==> src/sbd_pkg.sv <==
// ----------------------------------------------------------------------------
// sbd_pkg
// Shared types and constants for the SBUS frame decoder.
// ----------------------------------------------------------------------------
`default_nettype none

package sbd_pkg;

  localparam int unsigned FrameBytes = 25;
  localparam int unsigned Channels   = 16;
  localparam int unsigned ChanBits   = 11;
  localparam int unsigned PackBytes  = 22;   // bytes 1..22 carry channels
  localparam int unsigned PackBits   = PackBytes * 8;
  localparam int unsigned PosBits    = 5;
  localparam int unsigned IdxBits    = 4;
  localparam int unsigned ProdBits   = 21;   // 2047 * 1000 fits
  localparam int unsigned DivSteps   = ProdBits;
  localparam int unsigned CntBits    = 5;

  localparam logic [PosBits-1:0] PosFlags = 5'd23;
  localparam logic [PosBits-1:0] PosLast  = 5'(FrameBytes - 1);
  localparam logic [IdxBits-1:0] IdxLast  = 4'(Channels - 1);
  localparam logic [10:0]        FullScale = 11'd1000;

  // register indexes
  localparam logic [2:0] RegHeader   = 3'd0;
  localparam logic [2:0] RegMin      = 3'd1;
  localparam logic [2:0] RegMid      = 3'd2;
  localparam logic [2:0] RegMax      = 3'd3;
  localparam logic [2:0] RegDeadzone = 3'd4;

  localparam logic [7:0]  HeaderRst   = 8'd15;
  localparam logic [10:0] MinRst      = 11'd172;
  localparam logic [10:0] MidRst      = 11'd992;
  localparam logic [10:0] MaxRst      = 11'd1811;
  localparam logic [9:0]  DeadzoneRst = 10'd20;

  typedef enum logic [2:0] {
    S_COLLECT,
    S_START,
    S_DIV,
    S_STORE,
    S_EMIT
  } state_e;

  typedef enum logic [1:0] {
    MAP_ZERO,
    MAP_POS_SAT,
    MAP_NEG_SAT,
    MAP_DIVIDE
  } map_kind_e;

  typedef struct packed {
    logic               shift_byte;
    logic               load_flags;
    logic               count_inc;
    logic               map_start;
    logic               map_sel;     // 0 steering, 1 throttle
    logic               div_step;
    logic               map_store;
    logic               out_load;
    logic [IdxBits-1:0] out_idx;
  } cmd_t;

  typedef struct packed {
    logic hdr_match;
    logic div_last;
  } status_t;

endpackage

`default_nettype wire

==> src/sbd_ifs.sv <==
// ----------------------------------------------------------------------------
// sbd_ifs
// Request channels of the SBUS frame decoder: byte in, result out, config.
// ----------------------------------------------------------------------------
`default_nettype none

interface sbd_byte_if;
  logic       valid;
  logic       ready;
  logic [7:0] rx_byte;
  modport source (output valid, output rx_byte, input ready);
  modport sink   (input valid, input rx_byte, output ready);
endinterface

interface sbd_result_if;
  logic               valid;
  logic               ready;
  logic [3:0]         channel_index;
  logic [10:0]        raw_value;
  logic               is_last;
  logic signed [10:0] steering;
  logic signed [10:0] throttle;
  logic               manual_ctl;
  logic               estop;
  logic               digital_a;
  logic               digital_b;
  logic               link_lost;
  logic               failsafe;
  logic [31:0]        frame_count;
  modport source (output valid, output channel_index, output raw_value, output is_last,
                  output steering, output throttle, output manual_ctl, output estop,
                  output digital_a, output digital_b, output link_lost,
                  output failsafe, output frame_count, input ready);
  modport sink   (input valid, input channel_index, input raw_value, input is_last,
                  input steering, input throttle, input manual_ctl, input estop,
                  input digital_a, input digital_b, input link_lost,
                  input failsafe, input frame_count, output ready);
endinterface

interface sbd_cfg_if;
  logic        valid;
  logic        ready;
  logic [2:0]  index;
  logic [10:0] data;
  modport source (output valid, output index, output data, input ready);
  modport sink   (input valid, input index, input data, output ready);
endinterface

`default_nettype wire

==> src/sbus_frame_decoder.sv <==
// ----------------------------------------------------------------------------
// sbus_frame_decoder
// SBUS 25-byte frame decoder with steering/throttle mapping.
// ----------------------------------------------------------------------------
// Bytes are taken one per cycle while collecting; bytes before a header are
// dropped. The final byte starts the mapping of channels 0 and 1, one after
// the other, each through a setup state, a bit-serial restoring divider and a
// store state. The 16 channel results then leave at one per cycle when the
// sink is ready. Input reopens the cycle after the sixteenth result is taken,
// so sink stalls also hold off the bytes of the next frame.
`default_nettype none

module sbus_frame_decoder (
  input wire logic   clk_i,
  input wire logic   rst_ni,
  sbd_byte_if.sink   in_if,
  sbd_result_if.source out_if,
  sbd_cfg_if.sink    cfg_if
);

  sbd_pkg::cmd_t    cmd;
  sbd_pkg::status_t status;
  logic [3:0]       flags;

  assign cfg_if.ready = 1'b1;

  sbd_ctrl u_ctrl (
    .clk_i       (clk_i),
    .rst_ni      (rst_ni),
    .in_valid_i  (in_if.valid),
    .in_ready_o  (in_if.ready),
    .out_valid_o (out_if.valid),
    .out_ready_i (out_if.ready),
    .status_i    (status),
    .cmd_o       (cmd)
  );

  sbd_datapath u_dp (
    .clk_i           (clk_i),
    .rst_ni          (rst_ni),
    .cfg_we_i        (cfg_if.valid),
    .cfg_index_i     (cfg_if.index),
    .cfg_data_i      (cfg_if.data),
    .rx_byte_i       (in_if.rx_byte),
    .cmd_i           (cmd),
    .status_o        (status),
    .channel_index_o (out_if.channel_index),
    .raw_value_o     (out_if.raw_value),
    .is_last_o       (out_if.is_last),
    .steering_o      (out_if.steering),
    .throttle_o      (out_if.throttle),
    .manual_ctl_o    (out_if.manual_ctl),
    .estop_o         (out_if.estop),
    .flags_o         (flags),
    .frame_count_o   (out_if.frame_count)
  );

  assign out_if.digital_a = flags[0];
  assign out_if.digital_b = flags[1];
  assign out_if.link_lost = flags[2];
  assign out_if.failsafe  = flags[3];

endmodule

`default_nettype wire

==> src/sbd_ctrl.sv <==
// ----------------------------------------------------------------------------
// sbd_ctrl
// Frame sequencer: byte position, mapping sequence and result emission.
// ----------------------------------------------------------------------------
`default_nettype none

module sbd_ctrl (
  input  wire logic           clk_i,
  input  wire logic           rst_ni,
  input  wire logic           in_valid_i,
  output      logic           in_ready_o,
  output      logic           out_valid_o,
  input  wire logic           out_ready_i,
  input  wire sbd_pkg::status_t status_i,
  output      sbd_pkg::cmd_t  cmd_o
);

  sbd_pkg::state_e state_q, state_d;
  logic [sbd_pkg::PosBits-1:0] pos_q, pos_d;
  logic [sbd_pkg::IdxBits-1:0] k_q, k_d;
  logic sel_q, sel_d;
  logic out_valid_q, out_valid_d;
  logic in_acc, out_load;

  // bytes wait until the last result of the previous frame has left
  assign in_acc   = in_valid_i && (state_q == sbd_pkg::S_COLLECT) && !out_valid_q;
  assign out_load = (state_q == sbd_pkg::S_EMIT) && (!out_valid_q || out_ready_i);

  // next state
  always_comb begin
    state_d = state_q;
    pos_d   = pos_q;
    sel_d   = sel_q;
    k_d     = k_q;
    unique case (state_q)
      sbd_pkg::S_COLLECT: begin
        if (in_acc) begin
          if (pos_q == '0) begin
            if (status_i.hdr_match) pos_d = 5'd1;
          end else if (pos_q == sbd_pkg::PosLast) begin
            pos_d   = '0;
            sel_d   = 1'b0;
            state_d = sbd_pkg::S_START;
          end else begin
            pos_d = pos_q + 5'd1;
          end
        end
      end
      sbd_pkg::S_START: state_d = sbd_pkg::S_DIV;
      sbd_pkg::S_DIV:   if (status_i.div_last) state_d = sbd_pkg::S_STORE;
      sbd_pkg::S_STORE: begin
        if (!sel_q) begin
          sel_d   = 1'b1;
          state_d = sbd_pkg::S_START;
        end else begin
          k_d     = '0;
          state_d = sbd_pkg::S_EMIT;
        end
      end
      sbd_pkg::S_EMIT: begin
        if (out_load) begin
          k_d = k_q + 4'd1;
          if (k_q == sbd_pkg::IdxLast) state_d = sbd_pkg::S_COLLECT;
        end
      end
      default: state_d = sbd_pkg::S_COLLECT;
    endcase
  end

  // output valid tracks loads and takes
  always_comb begin
    out_valid_d = out_valid_q;
    if (out_load)         out_valid_d = 1'b1;
    else if (out_ready_i) out_valid_d = 1'b0;
  end

  // commands
  always_comb begin
    cmd_o = '0;
    cmd_o.map_sel = sel_q;
    cmd_o.out_idx = k_q;
    in_ready_o    = (state_q == sbd_pkg::S_COLLECT) && !out_valid_q;
    if (in_acc && pos_q != '0) begin
      cmd_o.shift_byte = (pos_q < sbd_pkg::PosFlags);
      cmd_o.load_flags = (pos_q == sbd_pkg::PosFlags);
      cmd_o.count_inc  = (pos_q == sbd_pkg::PosLast);
    end
    cmd_o.map_start = (state_q == sbd_pkg::S_START);
    cmd_o.div_step  = (state_q == sbd_pkg::S_DIV);
    cmd_o.map_store = (state_q == sbd_pkg::S_STORE);
    cmd_o.out_load  = out_load;
  end

  assign out_valid_o = out_valid_q;

  always_ff @(posedge clk_i or negedge rst_ni) begin
    if (!rst_ni) begin
      state_q     <= sbd_pkg::S_COLLECT;
      pos_q       <= '0;
      k_q         <= '0;
      sel_q       <= 1'b0;
      out_valid_q <= 1'b0;
    end else begin
      state_q     <= state_d;
      pos_q       <= pos_d;
      k_q         <= k_d;
      sel_q       <= sel_d;
      out_valid_q <= out_valid_d;
    end
  end

endmodule

`default_nettype wire

==> src/sbd_datapath.sv <==
// ----------------------------------------------------------------------------
// sbd_datapath
// Config registers, frame store, stick mapping divider and result register.
// ----------------------------------------------------------------------------
`default_nettype none

module sbd_datapath (
  input  wire logic              clk_i,
  input  wire logic              rst_ni,
  input  wire logic              cfg_we_i,
  input  wire logic [2:0]        cfg_index_i,
  input  wire logic [10:0]       cfg_data_i,
  input  wire logic [7:0]        rx_byte_i,
  input  wire sbd_pkg::cmd_t     cmd_i,
  output      sbd_pkg::status_t  status_o,
  output      logic [3:0]        channel_index_o,
  output      logic [10:0]       raw_value_o,
  output      logic              is_last_o,
  output      logic signed [10:0] steering_o,
  output      logic signed [10:0] throttle_o,
  output      logic              manual_ctl_o,
  output      logic              estop_o,
  output      logic [3:0]        flags_o,
  output      logic [31:0]       frame_count_o
);

  logic [7:0]  header_q;
  logic [10:0] min_q, mid_q, max_q;
  logic [9:0]  dz_q;

  logic [sbd_pkg::PackBits-1:0] chan_q;
  logic [3:0]  flags_q;
  logic [31:0] count_q;
  logic        manual_q, estop_q;
  logic signed [10:0] steer_q, thr_q;

  sbd_pkg::map_kind_e kind_q, kind_d;
  logic        neg_q, neg_d;
  logic [10:0] dvs_q;
  logic [10:0] rem_q, rem_d;
  logic [sbd_pkg::ProdBits-1:0] quo_q;
  logic [sbd_pkg::CntBits-1:0]  cnt_q;

  logic [3:0]  idx_q;
  logic [10:0] raw_q;

  // configuration registers
  always_ff @(posedge clk_i or negedge rst_ni) begin
    if (!rst_ni) begin
      header_q <= sbd_pkg::HeaderRst;
      min_q    <= sbd_pkg::MinRst;
      mid_q    <= sbd_pkg::MidRst;
      max_q    <= sbd_pkg::MaxRst;
      dz_q     <= sbd_pkg::DeadzoneRst;
    end else if (cfg_we_i) begin
      unique case (cfg_index_i)
        sbd_pkg::RegHeader:   header_q <= cfg_data_i[7:0];
        sbd_pkg::RegMin:      min_q    <= cfg_data_i;
        sbd_pkg::RegMid:      mid_q    <= cfg_data_i;
        sbd_pkg::RegMax:      max_q    <= cfg_data_i;
        sbd_pkg::RegDeadzone: dz_q     <= cfg_data_i[9:0];
        default: ;
      endcase
    end
  end

  // map setup: offset from center, deadzone, span and magnitudes
  logic [10:0]        raw_sel;
  logic signed [11:0] v, dz, span;
  logic [10:0]        mag_v, mag_s;
  logic [sbd_pkg::ProdBits-1:0] prod;

  always_comb begin
    raw_sel = cmd_i.map_sel ? chan_q[2*sbd_pkg::ChanBits-1 -: sbd_pkg::ChanBits]
                            : chan_q[sbd_pkg::ChanBits-1:0];
    v    = signed'({1'b0, raw_sel}) - signed'({1'b0, mid_q});
    dz   = signed'({2'b00, dz_q});
    span = (v > 12'sd0) ? signed'({1'b0, max_q}) - signed'({1'b0, mid_q})
                        : signed'({1'b0, mid_q}) - signed'({1'b0, min_q});
    mag_v = v[11] ? 11'(-v) : v[10:0];
    mag_s = span[11] ? 11'(-span) : span[10:0];
    prod  = 21'({10'd0, mag_v} * 21'd1000);
    neg_d = v[11] ^ span[11];
    if ((v > -dz && v < dz) || v == 12'sd0) begin
      kind_d = sbd_pkg::MAP_ZERO;
    end else if (span == 12'sd0) begin
      kind_d = v[11] ? sbd_pkg::MAP_NEG_SAT : sbd_pkg::MAP_POS_SAT;
      neg_d  = v[11];
    end else begin
      kind_d = sbd_pkg::MAP_DIVIDE;
    end
  end

  // one restoring divide step per cycle
  logic [11:0] trial;
  logic        ge;
  always_comb begin
    trial = {rem_q, quo_q[sbd_pkg::ProdBits-1]};
    ge    = trial >= {1'b0, dvs_q};
    rem_d = ge ? 11'(trial - {1'b0, dvs_q}) : trial[10:0];
  end

  assign status_o.div_last  = (cnt_q == 5'(sbd_pkg::DivSteps - 1));
  assign status_o.hdr_match = (rx_byte_i == header_q);

  // final value: clamp magnitude, apply sign
  logic [10:0] qmag;
  logic signed [10:0] mapped;
  always_comb begin
    unique case (kind_q)
      sbd_pkg::MAP_ZERO:    qmag = '0;
      sbd_pkg::MAP_POS_SAT,
      sbd_pkg::MAP_NEG_SAT: qmag = sbd_pkg::FullScale;
      sbd_pkg::MAP_DIVIDE:  qmag = (quo_q > 21'(sbd_pkg::FullScale)) ? sbd_pkg::FullScale
                                                                       : quo_q[10:0];
      default:              qmag = '0;
    endcase
    mapped = neg_q ? signed'(11'(-qmag)) : signed'(qmag);
  end

  always_ff @(posedge clk_i) begin
    if (cmd_i.map_start) begin
      kind_q <= kind_d;
      neg_q  <= neg_d;
      dvs_q  <= mag_s;
      rem_q  <= '0;
      quo_q  <= prod;
      cnt_q  <= '0;
    end else if (cmd_i.div_step) begin
      rem_q <= rem_d;
      quo_q <= {quo_q[sbd_pkg::ProdBits-2:0], ge};
      cnt_q <= cnt_q + 5'd1;
    end
  end

  // frame store: channels shift in from the top, flags kept apart
  always_ff @(posedge clk_i) begin
    if (cmd_i.shift_byte) begin
      chan_q <= {rx_byte_i, chan_q[sbd_pkg::PackBits-1:8]};
    end else if (cmd_i.out_load) begin
      chan_q <= {{sbd_pkg::ChanBits{1'b0}}, chan_q[sbd_pkg::PackBits-1:sbd_pkg::ChanBits]};
    end
    if (cmd_i.load_flags) flags_q <= rx_byte_i[3:0];
    // switches, taken once per frame before the store shifts out
    if (cmd_i.map_start && !cmd_i.map_sel) begin
      manual_q <= chan_q[5*sbd_pkg::ChanBits-1 -: sbd_pkg::ChanBits] > mid_q;
      estop_q  <= (chan_q[6*sbd_pkg::ChanBits-1 -: sbd_pkg::ChanBits] > mid_q) || flags_q[3];
    end
    if (cmd_i.map_store) begin
      if (cmd_i.map_sel) thr_q   <= mapped;
      else               steer_q <= mapped;
    end
    if (cmd_i.out_load) begin
      idx_q <= cmd_i.out_idx;
      raw_q <= chan_q[sbd_pkg::ChanBits-1:0];
    end
  end

  // completed frame counter
  always_ff @(posedge clk_i or negedge rst_ni) begin
    if (!rst_ni)              count_q <= '0;
    else if (cmd_i.count_inc) count_q <= count_q + 32'd1;
  end

  assign channel_index_o = idx_q;
  assign raw_value_o     = raw_q;
  assign is_last_o       = (idx_q == sbd_pkg::IdxLast);
  assign steering_o      = steer_q;
  assign throttle_o      = thr_q;
  assign manual_ctl_o    = manual_q;
  assign estop_o         = estop_q;
  assign flags_o         = flags_q;
  assign frame_count_o   = count_q;

endmodule

`default_nettype wire

==> src/flat_wrapper.sv <==
// flat-port wrapper written by rule: the top's interface ports become plain ports
module sbus_frame_decoder_flat 
  (clk_i, rst_ni, in_if_valid, in_if_rx_byte, in_if_ready, out_if_valid, out_if_channel_index, out_if_raw_value, out_if_is_last, out_if_steering, out_if_throttle, out_if_manual_ctl, out_if_estop, out_if_digital_a, out_if_digital_b, out_if_link_lost, out_if_failsafe, out_if_frame_count, out_if_ready, cfg_if_valid, cfg_if_index, cfg_if_data, cfg_if_ready);
  sbd_byte_if in_if_i ();
  sbd_result_if out_if_i ();
  sbd_cfg_if cfg_if_i ();
  input wire logic clk_i;
  input wire logic rst_ni;
  input wire logic [$bits(in_if_i.valid)-1:0] in_if_valid;
  input wire logic [$bits(in_if_i.rx_byte)-1:0] in_if_rx_byte;
  output wire logic [$bits(in_if_i.ready)-1:0] in_if_ready;
  output wire logic [$bits(out_if_i.valid)-1:0] out_if_valid;
  output wire logic [$bits(out_if_i.channel_index)-1:0] out_if_channel_index;
  output wire logic [$bits(out_if_i.raw_value)-1:0] out_if_raw_value;
  output wire logic [$bits(out_if_i.is_last)-1:0] out_if_is_last;
  output wire logic [$bits(out_if_i.steering)-1:0] out_if_steering;
  output wire logic [$bits(out_if_i.throttle)-1:0] out_if_throttle;
  output wire logic [$bits(out_if_i.manual_ctl)-1:0] out_if_manual_ctl;
  output wire logic [$bits(out_if_i.estop)-1:0] out_if_estop;
  output wire logic [$bits(out_if_i.digital_a)-1:0] out_if_digital_a;
  output wire logic [$bits(out_if_i.digital_b)-1:0] out_if_digital_b;
  output wire logic [$bits(out_if_i.link_lost)-1:0] out_if_link_lost;
  output wire logic [$bits(out_if_i.failsafe)-1:0] out_if_failsafe;
  output wire logic [$bits(out_if_i.frame_count)-1:0] out_if_frame_count;
  input wire logic [$bits(out_if_i.ready)-1:0] out_if_ready;
  input wire logic [$bits(cfg_if_i.valid)-1:0] cfg_if_valid;
  input wire logic [$bits(cfg_if_i.index)-1:0] cfg_if_index;
  input wire logic [$bits(cfg_if_i.data)-1:0] cfg_if_data;
  output wire logic [$bits(cfg_if_i.ready)-1:0] cfg_if_ready;
  assign in_if_i.valid = in_if_valid;
  assign in_if_i.rx_byte = in_if_rx_byte;
  assign in_if_ready = in_if_i.ready;
  assign out_if_valid = out_if_i.valid;
  assign out_if_channel_index = out_if_i.channel_index;
  assign out_if_raw_value = out_if_i.raw_value;
  assign out_if_is_last = out_if_i.is_last;
  assign out_if_steering = out_if_i.steering;
  assign out_if_throttle = out_if_i.throttle;
  assign out_if_manual_ctl = out_if_i.manual_ctl;
  assign out_if_estop = out_if_i.estop;
  assign out_if_digital_a = out_if_i.digital_a;
  assign out_if_digital_b = out_if_i.digital_b;
  assign out_if_link_lost = out_if_i.link_lost;
  assign out_if_failsafe = out_if_i.failsafe;
  assign out_if_frame_count = out_if_i.frame_count;
  assign out_if_i.ready = out_if_ready;
  assign cfg_if_i.valid = cfg_if_valid;
  assign cfg_if_i.index = cfg_if_index;
  assign cfg_if_i.data = cfg_if_data;
  assign cfg_if_ready = cfg_if_i.ready;
  sbus_frame_decoder u_core (.clk_i(clk_i), .rst_ni(rst_ni), .in_if(in_if_i), .out_if(out_if_i), .cfg_if(cfg_if_i));
endmodule
==> config.mk <==
export PLATFORM = sky130hd
export DESIGN_NAME = sbus_frame_decoder_flat
export DESIGN_NICKNAME = d
export VERILOG_FILES = /design/src/sbd_pkg.sv /design/src/sbd_ifs.sv /design/src/sbus_frame_decoder.sv /design/src/sbd_ctrl.sv /design/src/sbd_datapath.sv /design/src/flat_wrapper.sv
export SDC_FILE = /design/constraint.sdc
export NUM_CORES = 1
export LEC_CHECK = 0
export ABC_CLOCK_PERIOD_IN_PS = 10900
export BUFFER_PORTS_ARGS = -buffer_cell sky130_fd_sc_hd__buf_4
export CAP_MARGIN = 20
export CORE_MARGIN = 1
export CORE_UTILIZATION = 25
export CTS_CLUSTER_SIZE = 30
export DETAILED_ROUTE_END_ITERATION = 7
export MAX_ROUTING_LAYER = met4
export PLACE_DENSITY = 0.38
export SETUP_SLACK_MARGIN = 0.3
export SYNTH_ARGS = -nofsm -noshare
export SYNTH_HDL_FRONTEND = slang
export SYNTH_HIERARCHICAL = 1
export SYNTH_SLANG_ARGS = --single-unit
==> constraint.sdc <==
create_clock -name clk_i -period 10.9 [get_ports clk_i]
set_clock_uncertainty 0.2 [all_clocks]
set_input_delay 0.545 -clock clk_i [delete_from_list [all_inputs] [get_ports clk_i]]
set_output_delay 0.545 -clock clk_i [all_outputs]
set_load 0.005 [all_outputs]
* Word level (Yosys, flattened, before mapping)
Index checks and enable logic that the tools add are counted.
** Word-level totals
- Flip-flop bits (word level) :: 367
- Latch bits :: 0
- Memory bits (writable) :: 0
- Memory bits (read-only) :: 0
- Input port bits :: 27
- Memories kept :: 0
** Cells by class
- $add $sub $neg :: 12
- Multiply operators :: 1
- Divide/modulo/power cells :: 0
- $lt $le $gt $ge :: 8
- Equal/unequal tests :: 25
- Shifts and indexed selects :: 0
- Mux-type cells :: 37
- Bitwise logic cells :: 2
- Reductions and logical operators :: 36
** Operators with widths (number)
- $mux 176 :: 2
- $mux 11 :: 6
- $mux 21 :: 2
- $sub 11x11->12 :: 3
- $neg 11->11 :: 3
- $pmux 11 s3 :: 1
- $add 32x1->32 const B :: 1
- $logic_not 12->1 :: 2
- $mux 3 :: 8
- $gt 11x11->1 :: 2
- $gt 21x10->1 const B :: 1
- $mul 11x7->18 const B :: 1
- $eq 5x5->1 const B :: 3
- $mux 5 :: 3
- $pmux 3 s5 :: 1
- $reduce_and 2->1 :: 7
- $eq 3x2->1 const B :: 4
- $ge 12x11->1 :: 1
- $gt 12x1->1 const B :: 1
- $gt 12x12->1 :: 1
- $lt 12x11->1 :: 1
- $mux 12 :: 1
- $neg 10->12 :: 1
- $sub 11x11->11 :: 1
- 30 further kinds :: 64

* Longest topological paths before layout
Gate-level depths: netlist (run 1).
- Word-level depth :: 7
- Mapped depth :: 30

* By module
The synthesis (run 1) kept the hierarchy.
** By module, submodules not included
- sbd_datapath :: instances 1, cells each 1650, area each 20014.2 sq um, seq. area each 10020.9 sq um
- sbd_ctrl :: instances 1, cells each 85, area each 833.3 sq um, seq. area each 350.3 sq um
- sbus_frame_decoder :: instances 1, cells each 2, area each 11.3 sq um, seq. area each 0.0 sq um

* Worst setup path before layout (run 1)
No wires, ideal clock.
- Path kind :: register -> register
- From :: register u_core.u_ctrl.sel_q
- To :: register u_core/u_dp/quo_q[20] (netlist name) (data pin)
- Data arrival time :: 7.175 ns
- Data required time :: 10.444 ns
- Path slack :: 3.269 ns
- Cell stages (with the launch flop) :: 31
- Path buffers :: 4
- Path through :: dfrtp_1 -> buf_4 -> clkbuf_1 -> mux2_2 -> ha_1 -> buf_2 -> o31ai_1 -> a211oi_1 -> o21ai_0 -> a21oi_1 -> or2_2 -> buf_2 -> inv_2 -> mux2i_1 -> xnor2_1 -> ha_1 -> fa_1 -> inv_1 -> fa_1 -> fa_1 -> inv_1 -> ha_1 -> a21oi_1 -> o21bai_1 -> a21oi_1 -> o21ai_0 -> a211oi_1 -> o21bai_1 -> a31oi_1 -> xnor2_1 -> a22o_1
** Between the ends
- Cells in the longest elaborated chain, start to end :: 6
** RTL lines
- start: declaration :: line sbd_ctrl.sv:21 : logic sel_q, sel_d;
- start signal: assignment :: line sbd_ctrl.sv:107 : sel_q <= sel_d;
- $mux 11 (*) :: line sbd_datapath.sv:74 : raw_sel = cmd_i.map_sel ? chan_q[2*sbd_pkg::ChanBits-1 -: sbd_pkg::ChanBits]
- $sub 11x11->12 (*) :: line sbd_datapath.sv:76 : v = signed'({1'b0, raw_sel}) - signed'({1'b0, mid_q});
- $neg 11->11 :: line sbd_datapath.sv:80 : mag_v = v[11] ? 11'(-v) : v[10:0];
- $mux 11 (*) :: line sbd_datapath.sv:80
- $mul 11x7->18 (*) :: line sbd_datapath.sv:82 : prod = 21'({10'd0, mag_v} * 21'd1000);
- $mux 21 (*) :: line sbd_datapath.sv:122 : if (cmd_i.map_start) begin
- end signal: assignment :: line sbd_datapath.sv:127 : quo_q <= prod;
- end signal: assignment :: line sbd_datapath.sv:131 : quo_q <= {quo_q[sbd_pkg::ProdBits-2:0], ge};
- end: declaration :: line sbd_datapath.sv:41 : logic [sbd_pkg::ProdBits-1:0] quo_q;
Mark *: on every way between the ends. The rest lies on a longest branch, timed or not.
A chain may end at the register's enable or synchronous reset.

* Worst setup path after layout (run 1)
Same ends and word-level chain as after synthesis.

==> results of run 1 <==
-- cell usage after synthesis (20+ instances only) --
library cell / number
a21oi_1: 47
clkbuf_1: 40
dfrtp_1: 76
dfstp_2: 21
edfxtp_1: 251
fa_1: 32
ha_1: 142
inv_1: 134
mux2_2: 195
mux2i_1: 31
nand2_1: 127
nand3_1: 35
nand4_1: 20
nor2_1: 77
nor3_1: 20
o21a_1: 21
o21ai_0: 96
xnor2_1: 85
xor2_1: 37
-- layout make-up --
| type | count | area [um2] | share of cell area |
|---|---|---|---|
| Clock inverter | 18 | 179 | 0.00728 |
| Clock buffer | 67 | 1350 | 0.0551 |
| Inverter | 136 | 510 | 0.0208 |
| Tap cell | 1070 | 1340 | 0.0545 |
| Sequential cell | 367 | 10400 | 0.422 |
| Timing Repair Buffer | 132 | 1040 | 0.0424 |
| Multi-Input combinational cell | 1181 | 9790 | 0.398 |
-- worst max-delay path, stage by stage (launching register included) --
cell and delay [ns]:
dfrtp_1 0.76, mux2_2 0.41, ha_1 0.34, a21o_1 0.28, nor3_2 0.16, a211oi_1 0.12, o21ai_0 0.23, a21oi_1 0.16
or2_2 0.40, inv_2 0.19, mux2i_1 0.50, xnor2_1 0.25, ha_1 0.31, fa_1 0.50, inv_1 0.05, fa_1 0.47
fa_1 0.51, inv_1 0.04, ha_1 0.32, a21oi_1 0.22, o21bai_1 0.09, a21oi_1 0.21, o21ai_0 0.21, a211oi_1 0.41
o21bai_1 0.13, a31oi_1 0.20, xnor2_1 0.09, a22o_1 0.18
-- what timing repair did --
item                                   4_1_cts  5_1_grt
endpoints found under the hold margin       51        0
hold buffers                                12        0
setup buffers                                0        0
-- state kept, by name, indices dropped and copies added, names as in the netlist, 2 cells and up --
| name | flops |
|---|---|
| u_core/u_dp/steering_o | 11 |
| u_core/u_dp/kind_q | 2 |
| u_core/u_dp/dz_q | 10 |
| u_core/u_dp/max_q | 11 |
| u_core/u_dp/frame_count_o | 32 |
| u_core/u_dp/min_q | 11 |
| u_core/u_dp/chan_q | 176 |
| u_core/u_dp/mid_q | 11 |
| u_core/u_ctrl/state_q | 3 |
| u_core/u_dp/raw_value_o | 11 |
| u_core/u_dp/header_q | 8 |
| u_core/u_dp/cnt_q | 5 |
| u_core/u_ctrl/pos_q | 5 |
| u_core/u_dp/flags_o | 4 |
| u_core/u_ctrl/k_q | 4 |
| u_core/u_dp/rem_q | 11 |
| u_core/u_dp/throttle_o | 11 |
| u_core/u_dp/channel_index_o | 4 |
| u_core/u_dp/dvs_q | 11 |
| u_core/u_dp/quo_q | 21 |
-- stage by stage --
| step | instances | area [um2] | setup WS, ns | hold slack, ns | util |
|---|---|---|---|---|---|
| finish | 2971 | 24600 | 2.70 | 0.0367 | 0.298 |
| global route | 2971 | 24600 | 1.88 | 0.0228 | 0.298 |
| CTS | 2969 | 24600 | 2.62 | 0.00336 | 0.298 |
| detailed placement | 2872 | 22900 | 2.65 | 0.252 | 0.278 |
| global placement | 2872 | 22900 | 2.73 | 0.246 | 0.278 |
| floorplan | 1737 | 20900 | 3.27 | 0.0494 | - |
-- logic make-up after synthesis --
family	synth area share
compound gates	0.0843
xor+xnor	0.0520
fa+ha+maj	0.116
buf+inv	0.0364
flops	0.497
mux	0.122
other cells	0.000180
simple gates	0.0924
-- how the worst min path moves through the flow --
stage                                             from  slack (ns)                              endpoint
floorplan                                       rst_ni        0.05      u_core/u_ctrl/k_q[0]$_DFFE_PN0P_
global placement    u_core/u_dp/rem_q[10]$_SDFFE_PP0P_        0.25    u_core/u_dp/rem_q[10]$_SDFFE_PP0P_
detailed placement     u_core/u_dp/chan_q[0]$_DFFE_PP_        0.25  u_core/u_dp/raw_value_o[0]$_DFFE_PP_
CTS                                     cfg_if_data[2]       0.003      u_core/u_dp/min_q[2]$_DFFE_PN1P_
global route                            cfg_if_data[1]        0.02      u_core/u_dp/mid_q[1]$_DFFE_PN0P_
finish                                  cfg_if_data[2]        0.04      u_core/u_dp/min_q[2]$_DFFE_PN1P_
-- per-layer routing --
layer,GRT usage,routed length [um],vias up
li1,-,-,6521
met1,0.153,23100,6318
met2,0.206,24700,173
met3,0.0196,1570,71
met4,0.0392,1410,0
met5,-,0,-
==> run_results.csv, run 1 <==
group,metric,value,unit
yosys,yosys_warnings,6,
clock_network,cts_tree,"built",
clock_network,clockBufferDepth,3,
clock_network,clk-insertion-delay-late,0.59,ns
layout,final_common_cell,"edfxtp_1",
global_route,grt_pass1_vias,13500,
sta,min_period,8.20,ns
die,row_count,105,
clock_network,cts-root-buf,"clkbuf_16",
critical_path,setup.worst_path.end,"u_core/u_dp/quo_q[20]$_DFFE_PP_",
critical_path,critPathLaunch,"u_core/u_ctrl/sel_q$_DFFE_PN0P_",
yosys,synth_cells,1737,
yosys,synth_edf_count,251,
detailed_routing,drc,0,
critical_path,rr_worst_depth,27,
detailed_routing,drtIter0Drc,628,
die,die_area,0.0846,mm2
sta,maxSlewViolCount,0,
sta,worst_pin_slew,1.11,ns
yosys,ys_ff_latch,367,
sta,tns,0,ns
critical_path,endpoint_kind,"flip-flop",
critical_path,crit_fanout,17,
die,io-pin-count,106,
detailed_routing,route.detailed.vias_per_inst,4.40,
clock_network,path_clk_slew,0.06,ns
critical_path,r2r-end,"u_core/u_dp/quo_q[20]$_DFFE_PP_",
yosys,yosysUniqueCellTypes,83,
detailed_routing,firstDrtPassIters,6,
die,start_util,0.253,
global_route,gr-total-overflow,0,
yosys,yosys.area.top_type_share,0.361,
critical_path,crit_type,"reg -> reg",
detailed_routing,post_drt_wl_per_cell,17.1,um
critical_path,cp-start-kind,"flip-flop",
layout,num-nets-final,2066,
yosys,synth-async-reset-ratio,0.264,
global_route,grt_max_degree,177,
critical_path,crit_arrival,8.34,ns
layout,fillers,8392,
placement,port_buffers,104,
sta,setup_viol,0,
sta,fmax,0.122,GHz
layout,final_cell_mix,"edfxtp_1 (251), mux2_2 (195), ha_1 (142)",
critical_path,reg2reg_from,"u_core/u_ctrl/sel_q$_DFFE_PN0P_",
yosys,synth_area_leaders,"edfxtp_1 (36%), mux2_2 (11%), dfrtp_1 (9.1%), ha_1 (8.5%), xnor2_1 (3.6%)",
run_status,status,"complete, no violations",
placement,dp.final_hpwl,37200,um
die,core-area,0.0824,mm2
sta,slew_headroom,0.262,
die,fp.dieH,291,um
yosys,ys_seq_area_frac,0.497,
yosys,synth_area,0.0209,mm2
yosys,syn_nets,1938,
detailed_routing,wl,50900,um
layout,syn_to_final_growth,17.9,%
sta,period_share,0.752,
sta,finalHoldViolCount,0,
global_route,grt_usage,0.124,
layout,final_layout_size_suffix_gt1_frac,0.234,
yosys,synth_flop_cell,"edfxtp_1",
yosys,yosysTopAreaCell,"edfxtp_1",
global_route,antenna_found_initial,0,
critical_path,required,11.04,ns
clock_network,cts_resized,0,
clock_network,clock_sinks,367,
detailed_routing,ant_nets,0,
flow_run,drv_cap,0,
sta,rsz0062_at_grt,"no",
placement,gp_congestion,0.822,
worst_hold_path,min_delay_path_depth,3,
die,die_w,291,um
layout,antenna_cells,0,
critical_path,r2r_slack,2.70,ns
global_route,grt_pass1_wl,79700,um
clock_network,cts.htree.levels,2,
detailed_routing,num_vias,13100,
worst_hold_path,hold_path.class,"in -> reg",
clock_network,cts_inserted_buffers,47,
yosys,synth_area_per_cell,12.0,um2
Power of run 1 is left out: the tool's default activity adds up to more than one toggle a clock period on the data nets, which glitch-free logic cannot reach.
==> run 2: changes to the inputs <==
- ABC_CLOCK_PERIOD_IN_PS: 10900 -> 7850
- clock period: 10.9 -> 7.85 ns (I/O delays scaled with it)
==> run 2 against run 1 <==
Net effect: sequential share of layout area is 0.72 points lower; final area is 1.8% higher; first-iteration DRC count is 1.9% lower; clock-buffer cell count is 12 lower; critical path type unchanged; non-clock buffer count is 33 higher; critical path depth is 1 lower; die area stayed put; wire length is 1.1% higher; setup slack worse by 2.0 ns; utilization is 0.52 points higher; worst hold slack better by 0.053 ns.
==> run_results.csv, run 2 (synthesis gave the netlist of run 1 again) <==
group,metric,value,unit
run_status,status,"complete, no violations",
layout,num-nets-final,2097,
detailed_routing,drc,0,
detailed_routing,num_vias,13200,
clock_network,clockBufferDepth,3,
die,io-pin-count,106,
clock_network,cts_tree,"built",
global_route,antenna_found_initial,1,
die,start_util,0.253,
global_route,grt_pass1_vias,13700,
clock_network,cts.htree.levels,2,
clock_network,path_clk_slew,0.06,ns
critical_path,cp-start-kind,"flip-flop",
global_route,grt_pass1_wl,80300,um
layout,fillers,8340,
critical_path,crit_fanout,8,
sta,setup_viol,0,
sta,tns,0,ns
layout,final_layout_size_suffix_gt1_frac,0.248,
layout,syn_to_final_growth,19.9,%
global_route,grt_max_degree,180,
placement,port_buffers,104,
critical_path,endpoint_kind,"flip-flop",
sta,slew_headroom,0.327,
die,fp.dieH,291,um
sta,rsz0062_at_grt,"yes",
sta,maxSlewViolCount,0,
critical_path,cp_slowest_cell,"fa_1",
sta,fmax,0.140,GHz
flow_run,drv_cap,0,
detailed_routing,firstDrtPassIters,4,
clock_network,cts-root-buf,"clkbuf_16",
layout,final_cell_mix,"edfxtp_1 (251), mux2_2 (195), ha_1 (141)",
die,row_count,105,
layout,final_common_cell,"edfxtp_1",
layout,regMostFlops,"u_core/u_dp/chan_q",
placement,dp.final_hpwl,37900,um
worst_hold_path,hold_path.class,"in -> reg",
critical_path,slowest_delay,0.57,ns
layout,largest_register_ffs,176,
critical_path,crit_type,"reg -> reg",
detailed_routing,wl,51400,um
clock_network,clk-insertion-delay-late,0.60,ns
placement,gp_congestion,0.807,
die,die_w,291,um
detailed_routing,post_drt_wl_per_cell,17.1,um
clock_network,cts_inserted_buffers,45,
sta,min_period,7.16,ns
sta,finalHoldViolCount,0,
detailed_routing,route.detailed.vias_per_inst,4.38,
critical_path,required,7.98,ns
sta,worst_pin_slew,1.01,ns
die,core-area,0.0824,mm2
critical_path,crit_arrival,7.29,ns
die,die_area,0.0846,mm2
detailed_routing,ant_nets,0,
detailed_routing,drtIter0Drc,616,
global_route,grt_usage,0.124,
clock_network,clock_sinks,367,
sta,period_share,0.912,
global_route,gr-total-overflow,0,
-- run 2: area by class of cell --
type                            count  area, um2  area share
Clock buffer                       55       1200      0.0482
Tap cell                         1070       1340      0.0535
Timing Repair Buffer              165       1340      0.0534
Sequential cell                   367      10400       0.415
Multi-Input combinational cell   1181       9870       0.395
Clock inverter                     28        379      0.0152
Inverter                          136        513      0.0205
Antenna cell                        1       2.50    0.000100
-- run 2: metal layers --
metal,vias to the layer above,GRT usage,share of wire
met5,-,-,0
met3,62,0.0195,0.031
met1,6346,0.153,0.46
met2,157,0.210,0.49
li1,6597,-,-
met4,0,0.0337,0.020
-- run 2: timing repair --
action / 4_1_cts / 5_1_grt
hold endpoints to repair: 100 / 0
endpoints found under the setup margin: 4 / 6
pin swaps: 0 / 2
hold buffers: 26 / 0
gates resized for setup: 5 / 13
setup buffers: 0 / 1
-- run 2: through the flow --
stage | utilization | setup WS (ns) | std cells | hold WS, ns | cell area (um2)
floorplan | - | 0.411 | 1737 | -0.103 | 20900
global placement | 0.280 | 0.130 | 2891 | 0.165 | 23100
detailed placement | 0.280 | 0.0423 | 2892 | 0.172 | 23100
CTS | 0.303 | 0.351 | 3001 | 0.0623 | 24900
global route | 0.304 | 0.235 | 3003 | 0.0978 | 25000
finish | 0.304 | 0.694 | 3003 | 0.0898 | 25000
-- run 2: critical path: cells and delay by family (launching register included) --
| family | cells | cell delay (ns) |
|---|---|---|
| adders and majority gates | 5 | 2.17 |
| AOI/OAI and AO/OA | 7 | 1.42 |
| buffers and inverters | 6 | 0.87 |
| xor gates and xnor gates | 4 | 0.83 |
| and+or+nand+nor | 3 | 0.61 |
| DFF | 1 | 0.47 |
| muxes | 1 | 0.34 |
-- run 2: final timing paths --
kind | startpoint | slack (ns) | depth (start not counted) | to
setup / recovery | u_core/u_ctrl/sel_q$_DFFE_PN0P_ | 0.69 | 26 | u_core/u_dp/quo_q[19]$_DFFE_PP_
hold / removal | cfg_if_index[2] | 0.09 | 5 | u_core/u_dp/mid_q[7]$_DFFE_PN1P_
setup reg to reg | u_core/u_ctrl/sel_q$_DFFE_PN0P_ | 0.69 | 26 | u_core/u_dp/quo_q[19]$_DFFE_PP_
hold reg to reg | u_core/u_dp/chan_q[2]$_DFFE_PP_ | 0.25 | 0 | u_core/u_dp/raw_value_o[2]$_DFFE_PP_
max in group asynchronous | rst_ni | 5.95 | 3 | u_core/u_ctrl/sel_q$_DFFE_PN0P_
min in group asynchronous | rst_ni | 0.13 | 2 | u_core/u_dp/frame_count_o[0]$_DFFE_PN0P_
Power of run 2 is left out for the same reason.
==> run 3: changes to the inputs <==
- CELL_PAD_IN_SITES_DETAIL_PLACEMENT: default -> 0
- CELL_PAD_IN_SITES_GLOBAL_PLACEMENT: default -> 2
- PLACE_DENSITY: 0.38 -> 0.51
- SLEW_MARGIN: default -> 25
==> run 3 against run 2 <==
Net effect: clock-buffer cell count rose by 6; via count grew 0.54%; maximum frequency rose by 0.12%; non-clock buffer count is 4 higher; global-route usage rose by 0.13 points; critical path type unchanged; highest routed layer unchanged.
==> run_results.csv, run 3 (synthesis gave the netlist of run 1 again) <==
group,metric,value,unit
run_status,status,"complete, no violations",
sta,setup_viol,0,
layout,regMostFlops,"u_core/u_dp/chan_q",
global_route,grt_pass1_vias,13800,
clock_network,post_cts_buffers,0,
critical_path,crit_arrival,7.26,ns
global_route,antenna_found_initial,0,
detailed_routing,num_vias,13200,
worst_hold_path,hold_path.class,"in -> reg",
layout,num-nets-final,2101,
critical_path,crit_fanout,12,
placement,dp.final_hpwl,38400,um
die,row_count,105,
clock_network,clock_sinks,367,
die,die_w,291,um
clock_network,clk-insertion-delay-late,0.58,ns
detailed_routing,wl,51900,um
critical_path,crit_chain,"buf_6, mux2_2, ha_1, buf_4, and3_1, a221oi_2, nor2_2, xnor2_1, nor2_1, a21o_1, xnor2_1, inv_1, fa_1, fa_1, inv_1, fa_1, ha_1, ha_1, or3_1, o21bai_1, a31oi_1, xnor2_1, a22o_1",
critical_path,cp_slowest_cell,"fa_1",
global_route,grt_usage,0.125,
critical_path,endpoint_kind,"flip-flop",
critical_path,slowest_delay,0.56,ns
detailed_routing,post_drt_wl_per_cell,17.3,um
critical_path,crit_family,"adder cells",
placement,gp_congestion,0.791,
critical_path,required,7.97,ns
detailed_routing,ant_nets,0,
sta,min_period,7.15,ns
sta,rsz0062_at_grt,"no",
layout,antenna_cells,0,
layout,largest_register_ffs,176,
critical_path,cp_num_buf_inv,4,
global_route,grt_max_degree,132,
clock_network,cts-root-buf,"clkbuf_16",
clock_network,cts_inserted_buffers,45,
detailed_routing,drtIter0Drc,548,
global_route,grt_pass1_wl,81400,um
sta,period_share,0.910,
clock_network,cts_tree,"built",
sta,slew_headroom,0.352,
clock_network,clockBufferDepth,3,
sta,tns,0,ns
sta,finalHoldViolCount,0,
detailed_routing,route.detailed.vias_per_inst,4.41,
detailed_routing,firstDrtPassIters,5,
layout,syn_to_final_growth,19.3,%
layout,final_common_cell,"edfxtp_1",
detailed_routing,drc,0,
die,fp.dieH,291,um
die,core-area,0.0824,mm2
clock_network,cts.htree.levels,2,
critical_path,cp-start-kind,"flip-flop",
clock_network,path_clk_slew,0.06,ns
placement,port_buffers,104,
sta,worst_pin_slew,0.972,ns
die,start_util,0.253,
die,die_area,0.0846,mm2
critical_path,crit_type,"reg -> reg",
sta,maxSlewViolCount,0,
layout,final_layout_size_suffix_gt1_frac,0.250,
layout,final_cell_mix,"edfxtp_1 (251), mux2_2 (195), ha_1 (142)",
flow_run,drv_cap,0,
global_route,gr-total-overflow,0,
sta,fmax,0.140,GHz
die,io-pin-count,106,
[run 3: metrics by stage]
step / hold WS (ns) / std cells / utilization / area [um2] / setup WS, ns
floorplan: -0.103 / 1737 / - / 20900 / 0.411
global placement: 0.230 / 2896 / 0.280 / 23100 / 0.220
detailed placement: 0.228 / 2898 / 0.281 / 23100 / 0.120
CTS: 0.0745 / 3003 / 0.301 / 24800 / 0.307
global route: 0.0959 / 3003 / 0.302 / 24900 / 0.297
finish: 0.106 / 3003 / 0.302 / 24900 / 0.703
[run 3: final timing paths]
kind | startpoint | endpoint | slack, ns | cells past startpoint
min in group asynchronous | rst_ni | u_core/u_ctrl/k_q[0]$_DFFE_PN0P_ | 0.16 | 2
setup reg to reg | u_core/u_ctrl/sel_q$_DFFE_PN0P_ | u_core/u_dp/quo_q[20]$_DFFE_PP_ | 0.70 | 23
hold reg to reg | u_core/u_dp/chan_q[2]$_DFFE_PP_ | u_core/u_dp/raw_value_o[2]$_DFFE_PP_ | 0.25 | 0
max in group asynchronous | rst_ni | u_core/u_dp/mid_q[10]$_DFFE_PN0P_ | 6.02 | 3
hold / removal | cfg_if_index[1] | u_core/u_dp/header_q[3]$_DFFE_PN1P_ | 0.11 | 3
setup / recovery | u_core/u_ctrl/sel_q$_DFFE_PN0P_ | u_core/u_dp/quo_q[20]$_DFFE_PP_ | 0.70 | 23
[run 3: repair_timing]
action                                 in CTS  in global routing
endpoints found under the hold margin     108                  0
resized for setup                           4                 16
hold buffers                               25                  0
setup endpoints to repair                   3                  6
cloned                                      0                  0
pin swaps                                   0                  2
[run 3: worst reg2reg max path, delay by kind of cell (launching register included)]
kind            cells  cell delay, ns
xor+xnor            3            0.86
mux                 1            0.36
flops               1            0.44
compound gates      5            1.09
simple gates        4            0.77
fa+ha+maj           6            2.44
buf+inv             4            0.73
[run 3: layer usage]
layer | wire, um | part of all wire | vias up | track usage
li1 | - | - | 6584 | -
met3 | 1220 | 0.023 | 65 | 0.0172
met2 | 25700 | 0.50 | 118 | 0.211
met5 | 0 | 0 | - | -
met1 | 23800 | 0.46 | 6466 | 0.156
met4 | 1170 | 0.023 | 0 | 0.0356
[run 3: area by class of cell]
class                           count  area (um2)
Tap cell                         1070        1340
Inverter                          136         510
Clock buffer                       61        1230
Timing Repair Buffer              169        1360
Clock inverter                     19         181
Sequential cell                   367       10400
Multi-Input combinational cell   1181        9910
Fill cell                        8374       57500
Power of run 3 is left out for the same reason.
